`config.mk`:
```
export PLATFORM = sky130hd
export DESIGN_NAME = selective_repeat_receiver_unit_flat
export DESIGN_NICKNAME = d
export VERILOG_FILES = /design/src/rtl/srr_pkg.sv /design/src/rtl/srr_if.sv /design/src/rtl/srr_front.sv /design/src/rtl/srr_queue.sv /design/src/rtl/srr_back.sv /design/src/rtl/selective_repeat_receiver_unit.sv /design/src/flat_wrapper.sv
export SDC_FILE = /design/constraint.sdc
export NUM_CORES = 1
export LEC_CHECK = 0
export CAP_MARGIN = 20
export CORE_MARGIN = 3
export CORE_UTILIZATION = 55
export DETAILED_ROUTE_END_ITERATION = 7
export DONT_BUFFER_PORTS = 1
export PLACE_DENSITY = 0.81
export REMOVE_ABC_BUFFERS = 1
export SLEW_MARGIN = 20
export SYNTH_ARGS = -nofsm -noshare
export SYNTH_HDL_FRONTEND = slang
export SYNTH_SLANG_ARGS = --single-unit
```
`constraint.sdc`:
```
create_clock -name clk -period 18.4 [get_ports clk]
set_input_delay 1.84 -clock clk [delete_from_list [all_inputs] [get_ports clk]]
set_output_delay 1.84 -clock clk [all_outputs]
set_load 0.05 [all_outputs]
```
`src/rtl/srr_pkg.sv`:
```
// Shared types and constants of the selective repeat receiver.
`timescale 1ns / 1ps
package srr_pkg;

  // Packet field widths
  localparam int SEQ_W     = 31;
  localparam int CHECK_W   = 32;
  localparam int LOW_W     = 64;
  localparam int MID_W     = 64;
  localparam int TOP_W     = 32;
  localparam int PAYLOAD_W = LOW_W + MID_W + TOP_W;
  localparam int CFG_W     = 5;

  // Checksum is summed in groups of bytes, one group per adder chain
  localparam int GROUPS    = 4;
  localparam int GROUP_LEN = 5;
  localparam int GROUP_W   = 11;

  // Base saturates here
  localparam logic [SEQ_W-1:0] BASE_MAX = {SEQ_W{1'b1}};

  // Reset value of the window register
  localparam logic [CFG_W-1:0] WINDOW_RESET = 5'd8;

  // Hand-off queue between front and back
  localparam int QUEUE_DEPTH = 2;
  localparam int QPTR_W      = (QUEUE_DEPTH > 1) ? $clog2(QUEUE_DEPTH) : 1;
  localparam int QCNT_W      = $clog2(QUEUE_DEPTH + 1);

  // Result kinds
  localparam logic KIND_ACK     = 1'b0;
  localparam logic KIND_DELIVER = 1'b1;

endpackage

```
`src/rtl/srr_if.sv`:
```
// Packet and result channel interfaces.
`timescale 1ns / 1ps
interface srr_pkt_if;
  logic                        valid;
  logic                        ready;
  logic [srr_pkg::SEQ_W-1:0]   seq_number;
  logic [srr_pkg::SEQ_W-1:0]   ack_number;
  logic signed [srr_pkg::CHECK_W-1:0] check_value;
  logic [srr_pkg::LOW_W-1:0]   payload_low;
  logic [srr_pkg::MID_W-1:0]   payload_mid;
  logic [srr_pkg::TOP_W-1:0]   payload_top;

  modport source (output valid, seq_number, ack_number, check_value,
                  payload_low, payload_mid, payload_top, input ready);
  modport sink   (input valid, seq_number, ack_number, check_value,
                  payload_low, payload_mid, payload_top, output ready);
endinterface

interface srr_res_if;
  logic valid;
  logic ready;
  logic kind;

  modport source (output valid, kind, input ready);
  modport sink   (input valid, kind, output ready);
endinterface

```
`src/rtl/srr_front.sv`:
```
// Front end: accepts packets, checks the checksum, forwards good sequence numbers.
`timescale 1ns / 1ps
module srr_front #(
  parameter int PAYLOAD_BYTES = 20
) (
  input  logic                      clk,
  input  logic                      rst,
  srr_pkt_if.sink                   pkt,
  output logic                      push_valid,
  input  logic                      push_ready,
  output logic [srr_pkg::SEQ_W-1:0] push_seq
);

  localparam int GW = srr_pkg::GROUP_W;

  // Stage 1: number sum and per-group byte sums
  logic                        s1_valid;
  logic [srr_pkg::SEQ_W-1:0]   s1_seq;
  logic [srr_pkg::CHECK_W-1:0] s1_sum;
  logic [srr_pkg::CHECK_W-1:0] s1_check;
  logic signed [GW-1:0]        s1_grp [srr_pkg::GROUPS];

  // Stage 2: verdict
  logic                        s2_valid;
  logic                        s2_good;
  logic [srr_pkg::SEQ_W-1:0]   s2_seq;

  logic [srr_pkg::PAYLOAD_W-1:0] payload_all;
  logic signed [GW-1:0]          grp_sum [srr_pkg::GROUPS];
  logic [srr_pkg::CHECK_W-1:0]   total;
  logic                          s2_leave;
  logic                          s2_free;
  logic                          s1_free;

  assign payload_all = {pkt.payload_top, pkt.payload_mid, pkt.payload_low};

  // Signed byte sums, bytes past the payload length count as zero
  always_comb begin
    int idx;
    logic signed [7:0] b;
    logic signed [GW-1:0] acc;
    for (int g = 0; g < srr_pkg::GROUPS; g++) begin
      acc = '0;
      for (int j = 0; j < srr_pkg::GROUP_LEN; j++) begin
        idx = g * srr_pkg::GROUP_LEN + j;
        b = payload_all[8*idx +: 8];
        if (idx < PAYLOAD_BYTES) begin
          acc = acc + GW'(b);
        end
      end
      grp_sum[g] = acc;
    end
  end

  // Final wrapping sum of stage 1
  always_comb begin
    logic signed [GW+1:0] gsum;
    gsum = '0;
    for (int g = 0; g < srr_pkg::GROUPS; g++) begin
      gsum = gsum + (GW+2)'(s1_grp[g]);
    end
    total = s1_sum + srr_pkg::CHECK_W'(gsum);
  end

  // Pipeline flow; corrupted packets are dropped at stage 2
  assign s2_leave = s2_valid && (!s2_good || push_ready);
  assign s2_free  = !s2_valid || s2_leave;
  assign s1_free  = !s1_valid || s2_free;
  assign pkt.ready = s1_free;

  assign push_valid = s2_valid && s2_good;
  assign push_seq   = s2_seq;

  always_ff @(posedge clk) begin
    if (rst) begin
      s1_valid <= 1'b0;
      s2_valid <= 1'b0;
    end else begin
      if (s1_free) begin
        s1_valid <= pkt.valid;
      end
      if (s2_free) begin
        s2_valid <= s1_valid;
      end
    end
  end

  // Payload registers
  always_ff @(posedge clk) begin
    if (pkt.valid && s1_free) begin
      s1_seq   <= pkt.seq_number;
      s1_sum   <= {1'b0, pkt.seq_number} + {1'b0, pkt.ack_number};
      s1_check <= pkt.check_value;
      s1_grp   <= grp_sum;
    end
    if (s1_valid && s2_free) begin
      s2_seq  <= s1_seq;
      s2_good <= (total == s1_check);
    end
  end

endmodule

```
`src/rtl/srr_queue.sv`:
```
// Short FIFO of good sequence numbers between front and back.
`timescale 1ns / 1ps
module srr_queue (
  input  logic                      clk,
  input  logic                      rst,
  input  logic                      push_valid,
  output logic                      push_ready,
  input  logic [srr_pkg::SEQ_W-1:0] push_seq,
  output logic                      pop_valid,
  input  logic                      pop_ready,
  output logic [srr_pkg::SEQ_W-1:0] pop_seq
);

  logic [srr_pkg::SEQ_W-1:0]  mem [srr_pkg::QUEUE_DEPTH];
  logic [srr_pkg::QPTR_W-1:0] wr_ptr;
  logic [srr_pkg::QPTR_W-1:0] rd_ptr;
  logic [srr_pkg::QCNT_W-1:0] count;
  logic                       do_push;
  logic                       do_pop;

  assign push_ready = (count != srr_pkg::QCNT_W'(srr_pkg::QUEUE_DEPTH));
  assign pop_valid  = (count != '0);
  assign pop_seq    = mem[rd_ptr];
  assign do_push    = push_valid && push_ready;
  assign do_pop     = pop_valid && pop_ready;

  // Storage
  always_ff @(posedge clk) begin
    if (do_push) begin
      mem[wr_ptr] <= push_seq;
    end
  end

  // Pointers and fill count
  always_ff @(posedge clk) begin
    if (rst) begin
      wr_ptr <= '0;
      rd_ptr <= '0;
      count  <= '0;
    end else begin
      if (do_push) begin
        wr_ptr <= (wr_ptr == srr_pkg::QPTR_W'(srr_pkg::QUEUE_DEPTH - 1)) ? '0 : wr_ptr + 1'b1;
      end
      if (do_pop) begin
        rd_ptr <= (rd_ptr == srr_pkg::QPTR_W'(srr_pkg::QUEUE_DEPTH - 1)) ? '0 : rd_ptr + 1'b1;
      end
      if (do_push && !do_pop) begin
        count <= count + 1'b1;
      end else if (do_pop && !do_push) begin
        count <= count - 1'b1;
      end
    end
  end

endmodule

```
`src/rtl/srr_back.sv`:
```
// Back end: classifies good packets against the window, emits acks and deliveries.
`timescale 1ns / 1ps
module srr_back #(
  parameter int WINDOW = 16
) (
  input  logic                      clk,
  input  logic                      rst,
  input  logic [srr_pkg::CFG_W-1:0] window_size,
  input  logic                      pop_valid,
  output logic                      pop_ready,
  input  logic [srr_pkg::SEQ_W-1:0] pop_seq,
  srr_res_if.source                 res
);

  localparam int SLOT_W = (WINDOW > 1) ? $clog2(WINDOW) : 1;
  localparam int CNT_W  = $clog2(WINDOW + 1);

  typedef enum logic [1:0] {
    S_TAKE,
    S_ACK,
    S_DRAIN
  } state_t;

  state_t                    state;
  logic                      out_valid;
  logic                      out_kind;
  logic [srr_pkg::SEQ_W-1:0] base;
  logic [SLOT_W-1:0]         base_slot;
  logic [WINDOW-1:0]         held_valid;
  logic [CNT_W-1:0]          drain_cnt;

  logic                      out_free;
  logic [srr_pkg::SEQ_W:0]   diff;
  logic [srr_pkg::SEQ_W:0]   win_ext;
  logic                      in_order;
  logic                      in_win;
  logic [SLOT_W:0]           slot_sum;
  logic [SLOT_W-1:0]         held_slot;
  logic                      base_at_max;
  logic [SLOT_W-1:0]         slot_inc;
  logic                      head_valid;
  logic                      emit;

  assign res.valid = out_valid;
  assign res.kind  = out_kind;
  assign out_free  = !out_valid || res.ready;
  assign pop_ready = (state == S_TAKE) && out_free;

  // Window classification of the queued sequence number
  always_comb begin
    win_ext = (32'(window_size) > 32'(WINDOW)) ? (srr_pkg::SEQ_W+1)'(WINDOW)
                                               : (srr_pkg::SEQ_W+1)'(window_size);
    diff     = {1'b0, pop_seq} - {1'b0, base};
    in_order = (pop_seq == base);
    in_win   = (pop_seq > base) && (diff < win_ext);
    // offset is below WINDOW when in window, so one subtract wraps the slot
    slot_sum = (SLOT_W+1)'(base_slot) + diff[SLOT_W:0];
    if (slot_sum >= (SLOT_W+1)'(WINDOW)) begin
      held_slot = SLOT_W'(slot_sum - (SLOT_W+1)'(WINDOW));
    end else begin
      held_slot = slot_sum[SLOT_W-1:0];
    end
  end

  // Base advance helpers
  assign base_at_max = (base == srr_pkg::BASE_MAX);
  assign slot_inc    = (base_slot == SLOT_W'(WINDOW - 1)) ? '0 : base_slot + 1'b1;
  assign head_valid  = held_valid[base_slot];

  // A new result is registered this cycle
  always_comb begin
    unique case (state)
      S_TAKE:  emit = pop_valid && out_free;
      S_ACK:   emit = out_free;
      S_DRAIN: emit = head_valid && (drain_cnt != CNT_W'(WINDOW)) && out_free;
      default: emit = 1'b0;
    endcase
  end

  always_ff @(posedge clk) begin
    if (rst) begin
      state      <= S_TAKE;
      out_valid  <= 1'b0;
      out_kind   <= srr_pkg::KIND_ACK;
      base       <= '0;
      base_slot  <= '0;
      held_valid <= '0;
      drain_cnt  <= '0;
    end else begin
      out_valid <= emit || (out_valid && !res.ready);
      unique case (state)
        // Take one packet from the queue
        S_TAKE: begin
          if (pop_valid && out_free) begin
            if (in_order) begin
              out_kind <= srr_pkg::KIND_DELIVER;
              if (!base_at_max) begin
                base      <= base + 1'b1;
                base_slot <= slot_inc;
              end
              state <= S_ACK;
            end else begin
              out_kind <= srr_pkg::KIND_ACK;
              if (in_win) begin
                held_valid[held_slot] <= 1'b1;
              end
            end
          end
        end
        // Ack of the in-order packet
        S_ACK: begin
          if (out_free) begin
            out_kind  <= srr_pkg::KIND_ACK;
            drain_cnt <= '0;
            state     <= S_DRAIN;
          end
        end
        // Deliver held packets that now sit at the base
        S_DRAIN: begin
          if (!head_valid || drain_cnt == CNT_W'(WINDOW)) begin
            state <= S_TAKE;
          end else if (out_free) begin
            held_valid[base_slot] <= 1'b0;
            out_kind  <= srr_pkg::KIND_DELIVER;
            drain_cnt <= drain_cnt + 1'b1;
            if (!base_at_max) begin
              base      <= base + 1'b1;
              base_slot <= slot_inc;
            end
          end
        end
        default: begin
          state <= S_TAKE;
        end
      endcase
    end
  end

endmodule

```
`src/rtl/selective_repeat_receiver_unit.sv`:
```
// Top level of the selective repeat receiver.
`timescale 1ns / 1ps
// Selective repeat receiver.
// pkt: arriving packets (sequence, ack number, checksum, 20 payload bytes),
//   a transfer on valid and ready high. res: one kind bit per result,
//   0 for an ack to the sender, 1 for a payload delivered upward.
// cfg_we / cfg_data write the receive window width (capped at WINDOW).
// A packet passes a two-stage checksum pipeline (byte group sums, then the
// final add and compare); corrupted packets are dropped there. Good sequence
// numbers wait in a two-entry queue for the window controller.
// The first result is registered once the packet has passed both checksum
// stages and the queue. Intake takes one packet a cycle until the queue and
// the front stages are full. The window controller answers an ack-only
// packet with one ack; an in-order packet releasing n held packets gives a
// delivery, its ack and n deliveries, one result a cycle while res is ready.
// Reset: base 0, all held marks clear, window width 8, queue empty.
// A stalled res holds its result; the controller and then the queue stop,
// and the front keeps taking packets until its stages are full.
module selective_repeat_receiver_unit #(
  parameter int WINDOW        = 16,
  parameter int PAYLOAD_BYTES = 20
) (
  input  logic                      clk,
  input  logic                      rst,
  input  logic                      cfg_we,
  input  logic [srr_pkg::CFG_W-1:0] cfg_data,
  srr_pkt_if.sink                   pkt,
  srr_res_if.source                 res
);

  logic [srr_pkg::CFG_W-1:0] window_size;
  logic                      push_valid;
  logic                      push_ready;
  logic [srr_pkg::SEQ_W-1:0] push_seq;
  logic                      pop_valid;
  logic                      pop_ready;
  logic [srr_pkg::SEQ_W-1:0] pop_seq;

  // Window width register
  always_ff @(posedge clk) begin
    if (rst) begin
      window_size <= srr_pkg::WINDOW_RESET;
    end else if (cfg_we) begin
      window_size <= cfg_data;
    end
  end

  srr_front #(
    .PAYLOAD_BYTES (PAYLOAD_BYTES)
  ) u_front (
    .clk        (clk),
    .rst        (rst),
    .pkt        (pkt),
    .push_valid (push_valid),
    .push_ready (push_ready),
    .push_seq   (push_seq)
  );

  srr_queue u_queue (
    .clk        (clk),
    .rst        (rst),
    .push_valid (push_valid),
    .push_ready (push_ready),
    .push_seq   (push_seq),
    .pop_valid  (pop_valid),
    .pop_ready  (pop_ready),
    .pop_seq    (pop_seq)
  );

  srr_back #(
    .WINDOW (WINDOW)
  ) u_back (
    .clk         (clk),
    .rst         (rst),
    .window_size (window_size),
    .pop_valid   (pop_valid),
    .pop_ready   (pop_ready),
    .pop_seq     (pop_seq),
    .res         (res)
  );

endmodule

```
`src/flat_wrapper.sv`:
```
// flat-port wrapper written by rule: the top's interface ports become plain ports
module selective_repeat_receiver_unit_flat 
#(
  parameter int WINDOW        = 16,
  parameter int PAYLOAD_BYTES = 20
)
  (clk, rst, cfg_we, cfg_data, pkt_valid, pkt_seq_number, pkt_ack_number, pkt_check_value, pkt_payload_low, pkt_payload_mid, pkt_payload_top, pkt_ready, res_valid, res_kind, res_ready);
  srr_pkt_if pkt_i ();
  srr_res_if res_i ();
  input  logic clk;
  input  logic rst;
  input  logic cfg_we;
  input  logic [srr_pkg::CFG_W-1:0] cfg_data;
  input wire logic [$bits(pkt_i.valid)-1:0] pkt_valid;
  input wire logic [$bits(pkt_i.seq_number)-1:0] pkt_seq_number;
  input wire logic [$bits(pkt_i.ack_number)-1:0] pkt_ack_number;
  input wire logic [$bits(pkt_i.check_value)-1:0] pkt_check_value;
  input wire logic [$bits(pkt_i.payload_low)-1:0] pkt_payload_low;
  input wire logic [$bits(pkt_i.payload_mid)-1:0] pkt_payload_mid;
  input wire logic [$bits(pkt_i.payload_top)-1:0] pkt_payload_top;
  output wire logic [$bits(pkt_i.ready)-1:0] pkt_ready;
  output wire logic [$bits(res_i.valid)-1:0] res_valid;
  output wire logic [$bits(res_i.kind)-1:0] res_kind;
  input wire logic [$bits(res_i.ready)-1:0] res_ready;
  assign pkt_i.valid = pkt_valid;
  assign pkt_i.seq_number = pkt_seq_number;
  assign pkt_i.ack_number = pkt_ack_number;
  assign pkt_i.check_value = pkt_check_value;
  assign pkt_i.payload_low = pkt_payload_low;
  assign pkt_i.payload_mid = pkt_payload_mid;
  assign pkt_i.payload_top = pkt_payload_top;
  assign pkt_ready = pkt_i.ready;
  assign res_valid = res_i.valid;
  assign res_kind = res_i.kind;
  assign res_i.ready = res_ready;
  selective_repeat_receiver_unit #(.WINDOW(WINDOW), .PAYLOAD_BYTES(PAYLOAD_BYTES)) u_core (.clk(clk), .rst(rst), .cfg_we(cfg_we), .cfg_data(cfg_data), .pkt(pkt_i), .res(res_i));
endmodule
```
# Word level (Yosys, flattened, before mapping)
# Memory sizes are Yosys's and may differ from the RTL's. A register that Yosys moved wholly into a read port is not among the register bits.
# Cells that the tools add are included.
word_totals:
  regBits: 242
  mem_bits_rw: 62
  in_bits: 264
  elab_cells: 174
  memories: 1
mem_list:
  columns: ["name", "words", "word_bits", "read_ports", "rd_ports_with_merged_regs", "write_ports", "line", "rtl"]
  rows:
  - ["u_core.u_queue.mem", 2, 31, 1, 1, 1, "srr_queue.sv:14", "logic [srr_pkg::SEQ_W-1:0] mem [srr_pkg::QUEUE_DEPTH];"]
classes:
  addsub: 31
  magnitude_cmp: 8
  n_eq_ne: 17
  n_mux: 51
  bitwise_logic: 3
  reduce_logical: 41
ops:
  columns: ["cell", "count"]
  rows:
  - ["$mux W31", 5]
  - ["$mux W16", 5]
  - ["$pmux W31 S2", 1]
  - ["$add A10 B8 Y11", 4]
  - ["$add A11 B8 Y11", 4]
  - ["$add A9 B8 Y10", 4]
  - ["$add A8 B8 Y9", 4]
  - ["$add A31 B31 Y32", 1]
  - ["$add A32 B32 Y32", 1]
  - ["$eq A32 B32 Y1", 1]
  - ["$lt A32 B5 Y1", 1]
  - ["$pmux W16 S2", 1]
  - ["$sub A31 B31 Y32", 1]
  - ["$add A31 B1 Y31 const B", 1]
  - ["$eq A31 B31 Y1", 1]
  - ["$eq A31 B31 Y1 const B", 1]
  - ["$gt A31 B31 Y1", 1]
  - ["$mux W4", 7]
  - ["$mux W5", 4]
  - ["$and A16 B16 Y16", 1]
  - ["$logic_and A1 B1 Y1", 16]
  - ["$ne A2 B2 Y1 const B", 8]
  - ["$not A16 Y16", 1]
  - ["$or A16 B16 Y16", 1]
  - ["36 further kinds", 76]

# Longest topological paths before layout
depth:
  ltp_word: 13
  mapped_depth: 29
  mapped_depth_nobuf: 29

# Modules after synthesis
# From an unflattened synthesis, not the netlist that was laid out.
unflattened:
  hier_cells: 2000
  hier_area_um2: 21962.3
modules_own_cells:
  columns: ["mod", "n_inst", "cells_each", "area_per_inst_um2"]
  rows:
  - ["srr_front", 1, 1094, 13464.2]
  - ["srr_back", 1, 770, 5865.6]
  - ["srr_queue", 1, 120, 2448.6]
  - ["selective_repeat_receiver_unit", 1, 16, 183.9]

# Least setup slack after synthesis
# Ideal clock, no wire load.
synth_timing:
  path_kind: "register to register"
  startpoint: "register u_core.u_front.s1_grp[2] (netlist name)"
  endpoint: "register u_core.u_front.s2_good, data pin"
  arrival_time_ns: 6.177
  setup_slack_ns: 12.047
  path_stages_with_launch: 25
  period_less_slack_ns: 6.353
  path_cell_list: "edfxtp_1 -> fa_1 -> fa_1 -> ha_1 -> a21o_1 -> a21oi_1 -> o21ai_0 -> a21oi_1 -> o21bai_1 -> a41oi_1 -> a21oi_1 -> xnor2_1 -> ha_1 -> clkbuf_1 -> xor2_1 -> o22ai_1 -> nor4_1 -> o2111ai_1 -> nor3_1 -> o211ai_1 -> nor4_1 -> nand4_1 -> nor4_1 -> nand4_1 -> nor4_1"
synth_via:
  elab_chain_cells: 3
synth_lines:
  columns: ["item", "line", "rtl"]
  rows:
  - ["from (decl)", "srr_front.sv:21", "logic signed [GW-1:0] s1_grp [srr_pkg::GROUPS];"]
  - ["from (signal assigned)", "srr_front.sv:94", "s1_grp <= grp_sum;"]
  - ["$add A13 B11 Y13", "srr_front.sv:60", "gsum = gsum + (GW+2)'(s1_grp[g]);"]
  - ["$add A32 B32 Y32", "srr_front.sv:62", "total = s1_sum + srr_pkg::CHECK_W'(gsum);"]
  - ["$eq A32 B32 Y1", "srr_front.sv:98", "s2_good <= (total == s1_check);"]
  - ["to (signal assigned)", "srr_front.sv:98", null]
  - ["to (decl)", "srr_front.sv:25", "logic s2_good;"]
# Every way passes these cells.
# A chain may end at the register's enable or synchronous reset.

# Worst setup path in the final report
layout_timing:
  startpoint: "register u_core.u_front.s1_grp[1] (netlist name)"
  endpoint: "register u_core.u_front.s2_good, data pin"
# The elaborated chain is that of the path after synthesis.

==> impl_metrics.yaml <==
logic_synthesis:
  synth-xor-area-share_pct: 6.88
  synthAdderAreaFrac_pct: 22.2
  ys_ff_latch: 305
  avgSynthCellArea_um2: 11.0
  netlist_instances: 1939
  synthSimpleGateAreaFrac_pct: 10.5
  yosysUniqueCellTypes: 79
  async_flop_share_pct: 0
  synth.area.mux_share_pct: 3.09
  synth_top_family_by_area: "adder cells"
  synthFlopType: "edfxtp_1"
  synth_compound_area_share_pct: 13.9
  synth_area_mm2: 0.0212
  seq_area_frac_synth_pct: 39.7
  synth-edff-count: 233
  ys_warn_count: 0
grt:
  overflow: 0
  grt_max_degree: 90
  grt_pass1_wl_um: 81200
  grt.total_usage_pct: 24.7
  grt_antenna_before_repair: 7
  grt_pass1_vias: 15300
sta:
  fin_crit_ns: 6.77
  rsz0062_at_grt: "no"
  tns_ns: 0
  tightestPinTransition_ns: 0.944
  relSlewSlack_pct: 36.9
  hold_viol: 0
  finalMaxSlewViolations: 0
  setup_viol: 0
  clock_skew_ns: 0.0240
  fmax_ghz: 0.148
  post-route-period-util_pct: 36.8
run_status:
  outcome: "finished clean"
clocking:
  clk_latency_ns: 0.52
  cts.sinks: 305
  clock_path_buffers: 3
  ctsResizeCount: 0
  numCtsBuffers: 34
  clockRootBuffer: "clkbuf_16"
  cts_tree: "done"
  ctsHtreeMaxLevel: 2
  hold_buffers: 0
  path_clk_slew_ns: 0.06
  post_cts_buffers: 0
die:
  die_width_um: 203
  start_util_pct: 56.1
  ioPinCount: 267
  die_h_um: 203
  core-area_mm2: 0.0378
  rows: 71
  die_area_mm2: 0.0410
layout:
  regArea_mm2: 0.00844
  area_delta_synth_final_pct: 7.67
  multi_input_area_mm2: 0.0121
  mostFrequentLayoutCells: "edfxtp_1, ha_1, a21oi_1"
  drive_gt1_share_pct: 6.45
  nFillCells: 3025
  nets: 2493
  mostFrequentLayoutCell: "edfxtp_1"
place:
  io_buffers: 0
  routabilityCongestion: 0.960
  place_hpwl_um: 40800
critical_path:
  start_kind: "register"
  worst_path_max_delay_cell: "xnor2_4"
  critPathMaxFanout: 20
  required_ns: 18.73
  crit_type: "register to register"
  max_stage_delay_ns: 0.61
  end_kind: "register"
  arrival_ns: 7.10
  r2r_slack_ns: 11.63
  path_common_cell: "nor4_1"
route:
  route.detailed.drc: 0
  wl_um: 51500
  vias: 15000
  drtPass1Iterations: 6
  routed_via_density: 6.05
  drt-initial-drc-count: 1187
  post_drt_wl_per_cell_um: 20.8
  ant_nets: 0
hold_path:
  hold_class: "register to register"
flow_run:
  max_cap_viol_count: 0
critical path, delay by kind of cell (launching register included):
family	cells	cell delay, ns
compound gates	10	1.73
fa+ha+maj	4	1.70
simple gates	7	1.68
xor+xnor	2	0.99
flops	1	0.40
buf+inv	2	0.09
layer usage:
metal / GRT usage [%] / wire (µm)
met3: 4.04 / 2800
met5: 0 / 41
met4: 7.15 / 1540
met1: 30.4 / 20500
met2: 44.9 / 26600
sequential cells by signal, summed over array words and instances, names as in the netlist, 2 cells and up, named ones only:
signal	count
u_core.u_queue.mem	62
u_core.u_front.s1_grp	44
u_core.u_front.s1_check	32
u_core.u_front.s1_sum	32
u_core.u_back.base	31
u_core.u_front.push_seq	31
u_core.u_front.s1_seq	31
u_core.u_back.held_valid	16
u_core.u_back.drain_cnt	5
u_core.window_size	5
u_core.u_back.base_slot	4
u_core.u_back.state	2
u_core.u_queue.count	2
kinds of logic after synthesis:
family,count (synthesis)
AOI/OAI and AO/OA,458
and+or+nand+nor,455
DFF,305
adders and majority gates,299
buffers and inverters,200
xor gates and xnor gates,167
muxes,55
synth_stat cells (7+ instances only):
master	n	area, µm²
xnor2_1	119	1040
edfxtp_1	233	7000
and2_1	7	43.8
a21oi_1	152	761
mux2_2	35	394
o22ai_1	7	43.8
clkbuf_1	34	128
dfxtp_1	72	1440
o211ai_1	12	90.1
or2_2	11	68.8
nor3_1	36	180
and3_1	11	68.8
nand2_1	94	353
a211oi_1	8	60.1
a21o_1	53	398
o21bai_1	25	188
a31oi_1	10	62.6
nand3_1	44	220
o21a_1	21	158
nand4_1	31	194
nand2b_1	26	163
or3_1	12	75.1
xor2_1	48	420
o21ai_0	75	375
inv_1	146	548
nor2_1	130	488
nor2b_1	18	113
ha_1	168	2100
o31ai_1	15	113
buf_2	11	55.1
fa_1	131	2620
mux2i_1	15	150
nor4_1	12	75.1
path summary, 6_finish.rpt:
check,from,to,depth (start not counted)
hold reg to reg,u_core.u_front.s1_seq[15],u_core.u_front.push_seq[15],0
setup / recovery,u_core.u_front.s1_grp[1],u_core.u_front.s2_good,25
setup reg to reg,u_core.u_front.s1_grp[1],u_core.u_front.s2_good,25
hold / removal,u_core.u_front.s1_seq[15],u_core.u_front.push_seq[15],0
through the flow:
stage	cell area [µm²]	hold WS [ns]	std cells	util, %	setup WS, ns
global route	22900	0.428	2469	60.5	11.12
detailed placement	21700	0.405	2405	57.4	11.43
finish	22900	0.413	2470	60.5	11.63
CTS	22900	0.413	2466	60.4	11.42
floorplan	21000	0.400	1886	-	12.13
global placement	21700	0.405	2405	57.4	11.68
layout make-up:
cell class,count,area share (%)
multi-input combinational,1434,52.7
timing repair buffer,8,0.279
inverter,147,2.41
clock inverter,22,1.07
tap,511,2.79
sequential,305,36.9
clock buffer,39,3.80
antenna,4,0.0437
Power is not shown: default switching activity piles up to over one toggle a cycle in this logic, so the estimate is an artifact.
